**src/cbf_pkg.sv**
```systemverilog
// Shared operation codes, field widths and control structs for the byte ring buffer.
package cbf_pkg;

    // Field widths fixed by the interface
    localparam int BYTE_W  = 8;
    localparam int COUNT_W = 9;
    localparam int KIND_W  = 3;

    // Operation codes carried on the kind field
    localparam logic [KIND_W-1:0] KIND_WRITE   = 3'd0;
    localparam logic [KIND_W-1:0] KIND_READ    = 3'd1;
    localparam logic [KIND_W-1:0] KIND_DISCARD = 3'd2;
    localparam logic [KIND_W-1:0] KIND_COPY    = 3'd3;
    localparam logic [KIND_W-1:0] KIND_CLEAR   = 3'd4;

    // Capacity after reset
    localparam logic [COUNT_W-1:0] CAP_RESET = 9'd256;

    // Commands from controller to datapath
    typedef struct packed {
        logic accept;   // item taken this cycle
        logic step;     // fetch one byte of a read or copy walk
    } cbf_cmd_t;

    // Status from datapath to controller
    typedef struct packed {
        logic xfer_zero;  // read or copy would move no bytes
        logic walk_last;  // current walk step is the final one
    } cbf_stat_t;

endpackage

```
**src/cbf_ctrl.sv**
```systemverilog
// Controller: accepts items, sequences read and copy walks, drives result strobes.
module cbf_ctrl (
    input  logic                          clk,
    input  logic                          rst_n,
    input  logic                          start,
    input  logic [cbf_pkg::KIND_W-1:0]    kind,
    input  logic                          burst_end,
    input  cbf_pkg::cbf_stat_t            stat,
    output cbf_pkg::cbf_cmd_t             cmd,
    output logic                          busy,
    output logic                          strobe,
    output logic                          byte_valid,
    output logic                          last
);

    typedef enum logic {
        ST_IDLE,
        ST_WALK
    } state_t;

    state_t state_reg;
    logic   strobe_reg;
    logic   byte_valid_reg;
    logic   last_reg;
    logic   is_xfer;

    // Decode commands
    assign is_xfer    = (kind == cbf_pkg::KIND_READ) || (kind == cbf_pkg::KIND_COPY);
    assign cmd.accept = start && (state_reg == ST_IDLE);
    assign cmd.step   = (state_reg == ST_WALK);
    assign busy       = (state_reg == ST_WALK);

    assign strobe     = strobe_reg;
    assign byte_valid = byte_valid_reg;
    assign last       = last_reg;

    // Hold state and result flags
    always_ff @(posedge clk or negedge rst_n)
    begin
        if (!rst_n)
        begin
            state_reg      <= ST_IDLE;
            strobe_reg     <= 1'b0;
            byte_valid_reg <= 1'b0;
            last_reg       <= 1'b0;
        end
        else
        begin
            unique case (state_reg)
                ST_IDLE:
                begin
                    strobe_reg     <= 1'b0;
                    byte_valid_reg <= 1'b0;
                    last_reg       <= 1'b0;
                    if (cmd.accept)
                    begin
                        case (kind) inside
                            cbf_pkg::KIND_WRITE:
                            begin
                                strobe_reg <= burst_end;
                                last_reg   <= 1'b1;
                            end
                            cbf_pkg::KIND_READ, cbf_pkg::KIND_COPY:
                            begin
                                if (stat.xfer_zero)
                                begin
                                    strobe_reg <= 1'b1;
                                    last_reg   <= 1'b1;
                                end
                                else
                                begin
                                    state_reg <= ST_WALK;
                                end
                            end
                            default:
                            begin
                                strobe_reg <= 1'b1;
                                last_reg   <= 1'b1;
                            end
                        endcase
                    end
                end
                ST_WALK:
                begin
                    strobe_reg     <= 1'b1;
                    byte_valid_reg <= 1'b1;
                    last_reg       <= stat.walk_last;
                    if (stat.walk_last)
                    begin
                        state_reg <= ST_IDLE;
                    end
                end
            endcase
        end
    end

    // A data beat always comes with the strobe
    assert property (@(posedge clk) disable iff (!rst_n)
        byte_valid_reg |-> strobe_reg)
        else $error("data beat without strobe");

    // Every walk step yields a data beat in the next cycle
    assert property (@(posedge clk) disable iff (!rst_n)
        (state_reg == ST_WALK) |=> (strobe_reg && byte_valid_reg))
        else $error("walk step produced no data beat");

    // A data beat that is not last means the walk is still running
    assert property (@(posedge clk) disable iff (!rst_n)
        (byte_valid_reg && !last_reg) |-> (state_reg == ST_WALK))
        else $error("walk ended before its last beat");

    // A read or copy that moves bytes starts a walk
    assert property (@(posedge clk) disable iff (!rst_n)
        (cmd.accept && is_xfer && !stat.xfer_zero) |=> (state_reg == ST_WALK))
        else $error("nonempty transfer did not start a walk");

endmodule

```
**src/cbf_dp.sv**
```systemverilog
// Datapath: ring storage, pointers, occupancy arithmetic and result payload registers.
module cbf_dp #(
    parameter int DEPTH     = 256,
    parameter int MAX_BURST = 64
) (
    input  logic                          clk,
    input  logic                          rst_n,
    input  cbf_pkg::cbf_cmd_t             cmd,
    input  logic [cbf_pkg::KIND_W-1:0]    kind,
    input  logic [cbf_pkg::BYTE_W-1:0]    data_byte,
    input  logic                          burst_end,
    input  logic [cbf_pkg::COUNT_W-1:0]   count,
    input  logic                          cfg_write,
    input  logic [cbf_pkg::COUNT_W-1:0]   cfg_data,
    output cbf_pkg::cbf_stat_t            stat,
    output logic [cbf_pkg::BYTE_W-1:0]    out_byte,
    output logic [cbf_pkg::COUNT_W-1:0]   moved_count,
    output logic [cbf_pkg::COUNT_W-1:0]   bytes_used,
    output logic                          full_res,
    output logic                          empty_res
);

    localparam int CW      = cbf_pkg::COUNT_W;
    localparam int PW      = $clog2(DEPTH);
    localparam int AW      = ((PW > CW) ? PW : CW) + 1;
    localparam int RW      = $clog2(MAX_BURST + 1);
    localparam int CAP_MAX = (DEPTH < 511) ? DEPTH : 511;

    logic [cbf_pkg::BYTE_W-1:0] mem [DEPTH];

    logic [PW-1:0]  wp_reg, rp_reg, walk_reg;
    logic           holds_reg;
    logic [CW-1:0]  burst_reg;
    logic [CW-1:0]  cap_reg;
    logic [RW-1:0]  rem_reg;

    logic [cbf_pkg::BYTE_W-1:0] rd_reg;
    logic [CW-1:0]  moved_reg, used_reg;
    logic           full_reg, empty_reg;

    logic [CW-1:0]  eff_cap;
    logic [CW-1:0]  used_c, used_next;
    logic           room;
    logic [CW-1:0]  burst_inc;
    logic [CW-1:0]  lim, xfer_n, disc_n, skip_n, moved_next;
    logic [AW-1:0]  skip_sum;
    logic [PW-1:0]  rp_skip;
    logic [PW-1:0]  wp_next, rp_next;
    logic           holds_next;
    logic [CW-1:0]  burst_next;

    // Occupancy from pointers and the data flag
    function automatic logic [CW-1:0] occ(input logic [PW-1:0] w, input logic [PW-1:0] r,
                                          input logic h, input logic [CW-1:0] c);
        logic [AW-1:0] we;
        logic [AW-1:0] re;
        we = AW'(w);
        re = AW'(r);
        if (we > re)
            return CW'(we - re);
        else if (re > we)
            return CW'(AW'(c) - (re - we));
        else
            return h ? c : '0;
    endfunction

    // Step a pointer with wrap at the capacity
    function automatic logic [PW-1:0] adv(input logic [PW-1:0] p, input logic [CW-1:0] c);
        logic [AW-1:0] nx;
        nx = AW'(p) + AW'(1);
        return (nx >= AW'(c)) ? '0 : PW'(nx);
    endfunction

    // Clamp the capacity register to the usable range
    always_comb
    begin
        if (cap_reg == '0)
            eff_cap = CW'(1);
        else if (cap_reg > CW'(CAP_MAX))
            eff_cap = CW'(CAP_MAX);
        else
            eff_cap = cap_reg;
    end

    // Work out the effect of the offered item
    always_comb
    begin
        used_c    = occ(wp_reg, rp_reg, holds_reg, eff_cap);
        room      = (used_c < eff_cap);
        burst_inc = (burst_reg != '1) ? burst_reg + CW'(1) : burst_reg;
        lim       = (count > CW'(MAX_BURST)) ? CW'(MAX_BURST) : count;
        xfer_n    = (lim > used_c) ? used_c : lim;
        disc_n    = ((count != '0) && (count < used_c)) ? count : used_c;
        skip_n    = (kind == cbf_pkg::KIND_DISCARD) ? disc_n : xfer_n;
        skip_sum  = AW'(rp_reg) + AW'(skip_n);
        rp_skip   = (skip_sum >= AW'(eff_cap)) ? PW'(skip_sum - AW'(eff_cap)) : PW'(skip_sum);

        wp_next    = wp_reg;
        rp_next    = rp_reg;
        holds_next = holds_reg;
        burst_next = burst_reg;
        moved_next = '0;

        case (kind)
            cbf_pkg::KIND_WRITE:
            begin
                if (room)
                begin
                    wp_next    = adv(wp_reg, eff_cap);
                    holds_next = 1'b1;
                    burst_next = burst_inc;
                end
                moved_next = room ? burst_inc : burst_reg;
                if (burst_end)
                    burst_next = '0;
            end
            cbf_pkg::KIND_READ:
            begin
                moved_next = xfer_n;
                if (xfer_n != '0)
                begin
                    rp_next    = rp_skip;
                    holds_next = (rp_skip != wp_reg);
                end
            end
            cbf_pkg::KIND_COPY:
            begin
                moved_next = xfer_n;
            end
            cbf_pkg::KIND_DISCARD:
            begin
                moved_next = disc_n;
                rp_next    = rp_skip;
                holds_next = (rp_skip != wp_reg);
            end
            cbf_pkg::KIND_CLEAR:
            begin
                wp_next    = '0;
                rp_next    = '0;
                holds_next = 1'b0;
            end
            default:
            begin
                moved_next = '0;
            end
        endcase

        used_next = occ(wp_next, rp_next, holds_next, eff_cap);
    end

    // Report to the controller
    assign stat.xfer_zero = (xfer_n == '0);
    assign stat.walk_last = (rem_reg == RW'(1));

    // Update ring pointers, flag, burst tally and capacity
    always_ff @(posedge clk or negedge rst_n)
    begin
        if (!rst_n)
        begin
            wp_reg    <= '0;
            rp_reg    <= '0;
            holds_reg <= 1'b0;
            burst_reg <= '0;
            cap_reg   <= cbf_pkg::CAP_RESET;
            walk_reg  <= '0;
            rem_reg   <= '0;
        end
        else
        begin
            if (cfg_write)
            begin
                cap_reg   <= cfg_data;
                wp_reg    <= '0;
                rp_reg    <= '0;
                holds_reg <= 1'b0;
                burst_reg <= '0;
            end
            else if (cmd.accept)
            begin
                wp_reg    <= wp_next;
                rp_reg    <= rp_next;
                holds_reg <= holds_next;
                burst_reg <= burst_next;
            end

            // Load or advance the walk cursor
            if (cmd.accept)
            begin
                walk_reg <= rp_reg;
                rem_reg  <= RW'(xfer_n);
            end
            else if (cmd.step)
            begin
                walk_reg <= adv(walk_reg, eff_cap);
                rem_reg  <= rem_reg - RW'(1);
            end
        end
    end

    // Latch the status fields of the accepted item
    always_ff @(posedge clk)
    begin
        if (cmd.accept)
        begin
            moved_reg <= moved_next;
            used_reg  <= used_next;
            full_reg  <= holds_next && (wp_next == rp_next);
            empty_reg <= !holds_next;
        end
    end

    // Store written bytes and fetch walk bytes
    always_ff @(posedge clk)
    begin
        if (cmd.accept && (kind == cbf_pkg::KIND_WRITE) && room)
            mem[wp_reg] <= data_byte;
        if (cmd.step)
            rd_reg <= mem[walk_reg];
        else if (cmd.accept)
            rd_reg <= '0;
    end

    assign out_byte    = rd_reg;
    assign moved_count = moved_reg;
    assign bytes_used  = used_reg;
    assign full_res    = full_reg;
    assign empty_res   = empty_reg;

endmodule

```
**src/circular_byte_fifo_peek_discard.sv**
```systemverilog
// A burst-ending write, discard, clear or empty transfer reports in the next cycle.
// Writes are taken every cycle while not busy; a read or copy holds busy while it walks,
// one ring memory read per cycle, and each beat follows in the cycle after its read.
// Results are single-cycle beats on strobe; the receiver cannot stall them.
// Reset: pointers, data flag and burst tally clear, capacity returns to 256; ring
// contents are not cleared and need no clearing pass.
module circular_byte_fifo_peek_discard #(
    parameter int DEPTH     = 256,
    parameter int MAX_BURST = 64
) (
    input  logic                          clk,
    input  logic                          rst_n,
    input  logic                          start,
    output logic                          busy,
    input  logic [cbf_pkg::KIND_W-1:0]    kind,
    input  logic [cbf_pkg::BYTE_W-1:0]    data_byte,
    input  logic                          burst_end,
    input  logic [cbf_pkg::COUNT_W-1:0]   count,
    input  logic                          cfg_write,
    input  logic [cbf_pkg::COUNT_W-1:0]   cfg_data,
    output logic                          strobe,
    output logic [cbf_pkg::BYTE_W-1:0]    out_byte,
    output logic                          byte_valid,
    output logic                          last,
    output logic [cbf_pkg::COUNT_W-1:0]   moved_count,
    output logic [cbf_pkg::COUNT_W-1:0]   bytes_used,
    output logic                          full_res,
    output logic                          empty_res
);

    cbf_pkg::cbf_cmd_t  cmd;
    cbf_pkg::cbf_stat_t stat;

    // Sequence items and result beats
    cbf_ctrl u_ctrl (
        .clk        (clk),
        .rst_n      (rst_n),
        .start      (start),
        .kind       (kind),
        .burst_end  (burst_end),
        .stat       (stat),
        .cmd        (cmd),
        .busy       (busy),
        .strobe     (strobe),
        .byte_valid (byte_valid),
        .last       (last)
    );

    // Hold the ring and compute occupancy
    cbf_dp #(
        .DEPTH     (DEPTH),
        .MAX_BURST (MAX_BURST)
    ) u_dp (
        .clk         (clk),
        .rst_n       (rst_n),
        .cmd         (cmd),
        .kind        (kind),
        .data_byte   (data_byte),
        .burst_end   (burst_end),
        .count       (count),
        .cfg_write   (cfg_write),
        .cfg_data    (cfg_data),
        .stat        (stat),
        .out_byte    (out_byte),
        .moved_count (moved_count),
        .bytes_used  (bytes_used),
        .full_res    (full_res),
        .empty_res   (empty_res)
    );

endmodule

```
**config.mk**
```make
export PLATFORM = sky130hd
export DESIGN_NAME = circular_byte_fifo_peek_discard
export DESIGN_NICKNAME = d
export VERILOG_FILES = /design/src/cbf_pkg.sv /design/src/cbf_ctrl.sv /design/src/cbf_dp.sv /design/src/circular_byte_fifo_peek_discard.sv
export SDC_FILE = /design/constraint.sdc
export NUM_CORES = 2
export LEC_CHECK = 0
export BUFFER_PORTS_ARGS = -buffer_cell sky130_fd_sc_hd__clkbuf_2
export CORE_AREA = 2 2 316 630
export DETAILED_ROUTE_END_ITERATION = 8
export DIE_AREA = 0 0 318 632
export GPL_ROUTABILITY_DRIVEN = 0
export HOLD_SLACK_MARGIN = 0.05
export PLACE_DENSITY_LB_ADDON = 0.2
export SETUP_SLACK_MARGIN = 0.2
export SLEW_MARGIN = 20
export SYNTH_ARGS = -nofsm -noshare
export SYNTH_HDL_FRONTEND = slang
export SYNTH_HIERARCHICAL = 1
export SYNTH_SLANG_ARGS = --single-unit
export TNS_END_PERCENT = 20
```
**constraint.sdc**
```tcl
create_clock -name clk -period 13.7 [get_ports clk]
set_input_delay 0.685 -clock clk [delete_from_list [all_inputs] [get_ports clk]]
set_output_delay 0.685 -clock clk [all_outputs]
set_load 0.1 [all_outputs]
```
Yosys cells after proc, flatten, opt, wreduce, memory -nomap -nowiden:

Memory sizes are Yosys's and may differ from the RTL's.
Cells that the tools add are included.

* register bits: 82
* RAM bits: 2048
* input port bits: 34
* word-level logic and storage cells: 124
* memories: 1

* $add $sub $neg: 12
* $lt $le $gt $ge: 12
* equality and inequality tests: 8
* multiplexer cells: 58
* bitwise logic cells: 1
* reduce and logical (&&, ||, !) cells: 16

Memories
* u_dp.mem: words 256, bits a word 8, rd ports 1, clocked after memory_dff 0, write ports 1, RTL line cbf_dp.sv:29 `logic [cbf_pkg::BYTE_W-1:0] mem [DEPTH];`

Operator list (number)
* 9-bit two-way mux: 18
* 8-bit two-way mux: 13
* 8-bit by 8-bit subtractor with 9-bit output: 4
* 8-bit greater-than comparator: 4
* 9-bit one-hot mux with 3 select lines: 1
* 8-bit one-hot mux with 3 select lines: 1
* 8-bit by 1-bit adder with 9-bit output (second input constant): 2
* 9-bit greater-or-equal comparator: 2
* 9-bit zero test: 2
* 9-bit < comparator: 2
* 9-bit nonzero test: 2
* 9-bit subtractor: 2
* 1-bit two-way mux: 17
* 8-bit one-hot mux with 2 select lines: 1
* 7-bit two-way mux: 2
* 8-bit by 9-bit adder with 10-bit output: 1
* 10-bit by 9-bit greater-or-equal comparator with 1-bit output: 1
* 9-bit by 1-bit adder with 9-bit output (second input constant): 1
* 9-bit by 7-bit greater-than comparator with 1-bit output (second input constant): 1
* 9-bit greater-than comparator: 1
* 9-bit greater-than comparator (second input constant): 1
* 9-bit != test (second input constant): 1
* 8-bit == test: 1
* 8-bit != test: 1
* other kinds (15): 25

Longest topological paths before layout:

* word-level depth: 19
* depth in mapped cells: 58
* mapped depth without buffers: 57

Hierarchy:

The synthesis kept the hierarchy.

Modules (own cells, without submodules)
* cbf_dp: times used 1, cells each 4291, area an instance 87641.6 µm²
* cbf_ctrl: times used 1, cells each 16, area an instance 181.4 µm²

Worst setup path before layout:

OpenSTA, ideal clock, no wires.

* path type: flip-flop to flip-flop
* start point: register u_dp.cap_reg[8]
* end point: register u_dp.used_reg[8], in the netlist u_dp/bytes_used[8] (data pin)
* library setup time: 0.273 ns
* arrival: 10.768 ns
* required time: 13.427 ns
* setup slack: 2.659 ns
* stages on the path, launching flop included: 50
* buffers on the path: 2
* clock period less this slack: 11.041 ns
* path through: dfstp_2 -> buf_2 -> inv_1 -> a32o_1 -> inv_1 -> ha_1 -> inv_1 -> ha_1 -> fa_1 -> a211oi_1 -> o21ai_0 -> a211o_1 -> and4_1 -> a311o_1 -> inv_1 -> ha_1 -> nand3_1 -> or3_1 -> [... 14 more ...] -> nand2_1 -> a211oi_1 -> o211ai_1 -> and3b_1 -> a31oi_1 -> fa_1 -> fa_1 -> a21o_1 -> a21oi_1 -> nor2b_1 -> o21a_1 -> o21ai_0 -> nand2b_1 -> a21oi_1 -> xnor2_1 -> nor2_1 -> a21oi_1 -> o311ai_2

* cells in the longest elaborated chain, start to end: 19

Ends and longest elaborated chain
* start, declared: RTL line cbf_dp.sv:34 `logic [CW-1:0] cap_reg;`
* start signal, assigned: RTL line cbf_dp.sv:164 `cap_reg <= cbf_pkg::CAP_RESET;`
* start signal, assigned: RTL line cbf_dp.sv:172 `cap_reg <= cfg_data;`
* 9-bit greater-than comparator: RTL line cbf_dp.sv:79 `else if (cap_reg > CW'(CAP_MAX))`
* 9-bit two-way mux: RTL line cbf_dp.sv:79
* 9-bit two-way mux *: RTL line cbf_dp.sv:77 `if (cap_reg == '0)`
* 9-bit subtractor / 9-bit two-way mux (equally long branches): RTL line cbf_dp.sv:62, cbf_dp.sv:64
* 9-bit two-way mux: RTL line cbf_dp.sv:61 `else if (re > we)`
* 9-bit two-way mux: RTL line cbf_dp.sv:59 `if (we > re)`
* 9-bit < comparator: RTL line cbf_dp.sv:93 `disc_n = ((count != '0) && (count < used_c)) ? count : used_c;`
* 1-bit logical AND: RTL line cbf_dp.sv:93
* [... 4 more ...]
* 8-bit two-way mux: RTL line cbf_dp.sv:96 `rp_skip = (skip_sum >= AW'(eff_cap)) ? PW'(skip_sum - AW'(eff_cap)) : PW'(skip_sum);`
* 8-bit two-way mux / 8-bit != test (equally long branches): RTL line cbf_dp.sv:120, cbf_dp.sv:123, cbf_dp.sv:134
* 8-bit one-hot mux with 3 select lines / 1-bit two-way mux (equally long branches): RTL line cbf_dp.sv:104, cbf_dp.sv:120
* 8-bit by 8-bit subtractor with 9-bit output / 1-bit one-hot mux with 4 select lines (equally long branches): RTL line cbf_dp.sv:62, cbf_dp.sv:104
* 9-bit subtractor / 9-bit two-way mux (equally long branches): RTL line cbf_dp.sv:62, cbf_dp.sv:64
* 9-bit two-way mux: RTL line cbf_dp.sv:61
* 9-bit two-way mux *: RTL line cbf_dp.sv:59
* named net u_dp.used_next[8]: RTL line cbf_dp.sv:42 `logic [CW-1:0] used_c, used_next;`
* end signal, assigned: RTL line cbf_dp.sv:206 `used_reg <= used_next;`
* end, declared: RTL line cbf_dp.sv:38 `logic [CW-1:0] moved_reg, used_reg;`

Mark *: on every way through the listed nets, which the timed path passes. The rest lies on a longest branch.
A chain may end at the register's enable or synchronous reset.

Worst setup path after layout:

* start point: register u_dp.cap_reg[8]
* end point: register u_dp.used_reg[2], in the netlist u_dp/bytes_used[2] (data pin)

Same word-level chain as after synthesis.

==> metrics.yaml <==
setup_viol: 0
regMostFlops: "u_dp/mem"
post_cts_buffers: 0
syn_avg_cell_area_sq_um: 20.4
rr_startpoint: "u_dp/cap_reg[8]"
required_ns: 14.25
ctsHoldBuffers: 1
cpPeakStageDelay_ns: 0.71
fmax_ghz: 0.0781
arrival_ns: 13.35
cp-end-kind: "flip-flop"
rows: 230
p_sw_share_pct: 35.5
worstHoldStart: "cfg_data[0]"
dp_hpwl_microns: 149000
synthFlopType: "edfxtp_1"
synth_warnings: 6
final_hold_viol_count: 0
grt_usage_pct: 22.9
crit_path_top_delay_cell: "dfstp_2"
stdcell_area_sq_um: 97100
grt_pass1_wl_microns: 329000
synthCells: 4307
synth_area_sq_um: 87800
r2r_setup_slack_ns: 0.90
nets: 4565
grt_pass1_vias: 45300
detail_route.vias_per_cell: 6.04
post-route-util_pct: 49.6
clk_transition_reported_paths_ns: 0.07
cts-resized-gates: 0
power.switching_mw: 7.48
leakagePower_nw: 30.2
p_per_area_nw_per_um2: 217
async_reset_ff_share_pct: 2.54
pwr-share-seq_pct: 35.3
ios: 66
ff2ff_path_depth: 49
numPortBuffers: 65
period_minus_slack_ns: 12.80
numCtsBuffers: 184
clock_latency_ns: 0.84
hp-class: "input port to flip-flop"
ir_drop_uv: 215
ys_types: 92
chipWidth_microns: 318
antenna_found_initial: 3
clkSinkCount: 2130
drive_above_1_share_pct: 25.1
ys_seq_area_share_pct: 72.5
cp_max_fo: 18
die_h_microns: 632
fin_skew_ns: 0.0507
tns_ns: 0
die-area_sq_um: 201000
routed_wl_microns: 229000
htreeDepth: 4
cts_buffer_depth: 4
grt_max_degree: 186
hold_end: "u_dp/cap_reg[0]"
drc: 0
via_count: 42900
p_clk_share_pct: 24.4
tightest_slew_ns: 1.21
crit_buf_inv: 6
place_area_sq_um: 91300
drt_first_pass_iters: 5
finalCritPeriodShare_pct: 93.5
ys_seq_elements: 2130
start_util_pct: 44.8
area_delta_synth_final_pct: 10.6
rsz0062_at_grt: "false"
r2r_end: "u_dp/bytes_used[2]"
critPathLaunchType: "flip-flop"
wire_per_inst_microns: 32.3
outcome: "complete, no violations"
largest_register_ffs: 2048
overflow: 0
hold_depth: 2
critical_path.most_common_cell: "ha_1"
p_comb_share_pct: 40.3
critical_path.top_delay_family: "compound AO/OA/AOI/OAI gates"
cts_root_buf: "clkbuf_16"
relSlewSlack_pct: 19.4
path_class: "flip-flop to flip-flop"
synth-edff-count: 2076
maxCapViolCount: 0
maxSlewViolCount: 0
ant_nets: 0
first_iter_violations: 3789
cts_tree: "yes"
core_area_sq_um: 196000
p_int_mw: 13.6
[Yosys cell counts, types with 8 or more instances]
cell type,instances,area [sq um]
a211oi_1,19,143
a21o_1,26,195
a21oi_1,91,455
a22oi_1,11,82.6
a31oi_1,13,81.3
and2_1,17,106
and3_1,14,87.6
buf_1,52,195
clkbuf_1,169,634
dfrtp_1,53,1330
edfxtp_1,2076,62300
fa_1,19,380
ha_1,99,1240
inv_1,84,315
mux2_2,10,113
mux2i_1,27,270
mux4_2,680,15300
nand2_1,106,398
nand2b_1,12,75.1
nand3_1,40,200
nor2_1,352,1320
nor2b_1,20,125
nor3_1,26,130
nor4_1,8,50.1
o21a_1,11,82.6
o21ai_0,67,335
o21bai_1,9,67.6
o31ai_1,9,67.6
o31ai_2,8,100
xnor2_1,37,324
xor2_1,19,166
[logic make-up (layout without fill, tap and decap cells)]
| family | after synthesis | after routing | synth area share, % |
|---|---|---|---|
| XOR/XNOR | 58 | 58 | 0.610 |
| buffers and inverters | 316 | 553 | 1.37 |
| AND/OR/NAND/NOR | 639 | 639 | 3.22 |
| flip-flops | 2130 | 2130 | 72.5 |
| other | 1 | 5 | 0.00427 |
| AO/OA/AOI/OAI | 327 | 327 | 2.54 |
| adder cells (fa/ha/maj) | 119 | 119 | 1.85 |
| multiplexers | 717 | 717 | 17.9 |
[per-stage QoR]
| stage | hold slack [ns] | setup WS (ns) | std cells | power (mW) |
|---|---|---|---|---|
| floorplan | 0.389 | 2.66 | 4308 | 13.3 |
| global placement | 0.511 | 1.31 | 6778 | 16.0 |
| detailed placement | 0.506 | 1.19 | 6778 | 16.0 |
| CTS | 0.0696 | 1.17 | 7097 | 21.2 |
| global route | 0.101 | 0.219 | 7099 | 21.9 |
| finish | 0.104 | 0.896 | 7100 | 21.1 |
[final cells by class]
| class | instances | area [sq um] |
|---|---|---|
| Clock buffer | 227 | 4870 |
| Fill cell | 15700 | 98900 |
| Tap cell | 2552 | 3190 |
| Antenna cell | 3 | 7.51 |
| Multi-Input combinational cell | 1862 | 23000 |
| Sequential cell | 2130 | 63700 |
| Inverter | 88 | 330 |
| Clock inverter | 91 | 888 |
| Timing Repair Buffer | 147 | 1120 |
[per-layer routing]
| metal | track usage (%) | share of wire, % |
|---|---|---|
| met4 | 12.4 | 6.0 |
| met1 | 24.8 | 34 |
| met5 | 0 | 0 |
| met2 | 43.5 | 56 |
| met3 | 2.49 | 4.1 |
[power groups by stage]
stage	registers (mW)	logic, mW	clock network, mW
after floorplan	7.73	5.59	0
after global placement	7.59	8.40	0
after detailed placement	7.59	8.43	0
after CTS	7.45	8.46	5.25
after global routing	7.46	8.95	5.46
final	7.45	8.48	5.14
[placed cells by master (no fill, tap or decap), drive strengths merged, types with 40 or more instances in the layout]
cell / count
a21oi: 92
buf: 86
clkbuf: 287
clkinv: 66
dfrtp: 53
edfxtp: 2076
ha: 99
inv: 89
mux4: 680
nand2: 107
nand3: 40
nor2: 353
o21ai: 71
[worst max-delay path by stage]
| stage | slack [ns] | from | endpoint | depth (start not counted) |
|---|---|---|---|---|
| final | 0.90 | u_dp/cap_reg[8] | u_dp/bytes_used[2] | 49 |
| after global routing | 0.22 | u_dp/wp_reg[3] | u_dp/bytes_used[3] | 47 |
| after CTS | 1.17 | u_dp/cap_reg[8] | u_dp/bytes_used[8] | 49 |
| after detailed placement | 1.19 | u_dp/cap_reg[8] | u_dp/bytes_used[8] | 49 |
| after global placement | 1.31 | u_dp/cap_reg[8] | u_dp/bytes_used[8] | 49 |
| after floorplan | 2.66 | u_dp/cap_reg[8] | u_dp/bytes_used[8] | 49 |
No activity file was read; power rests on OpenSTA's default activity.
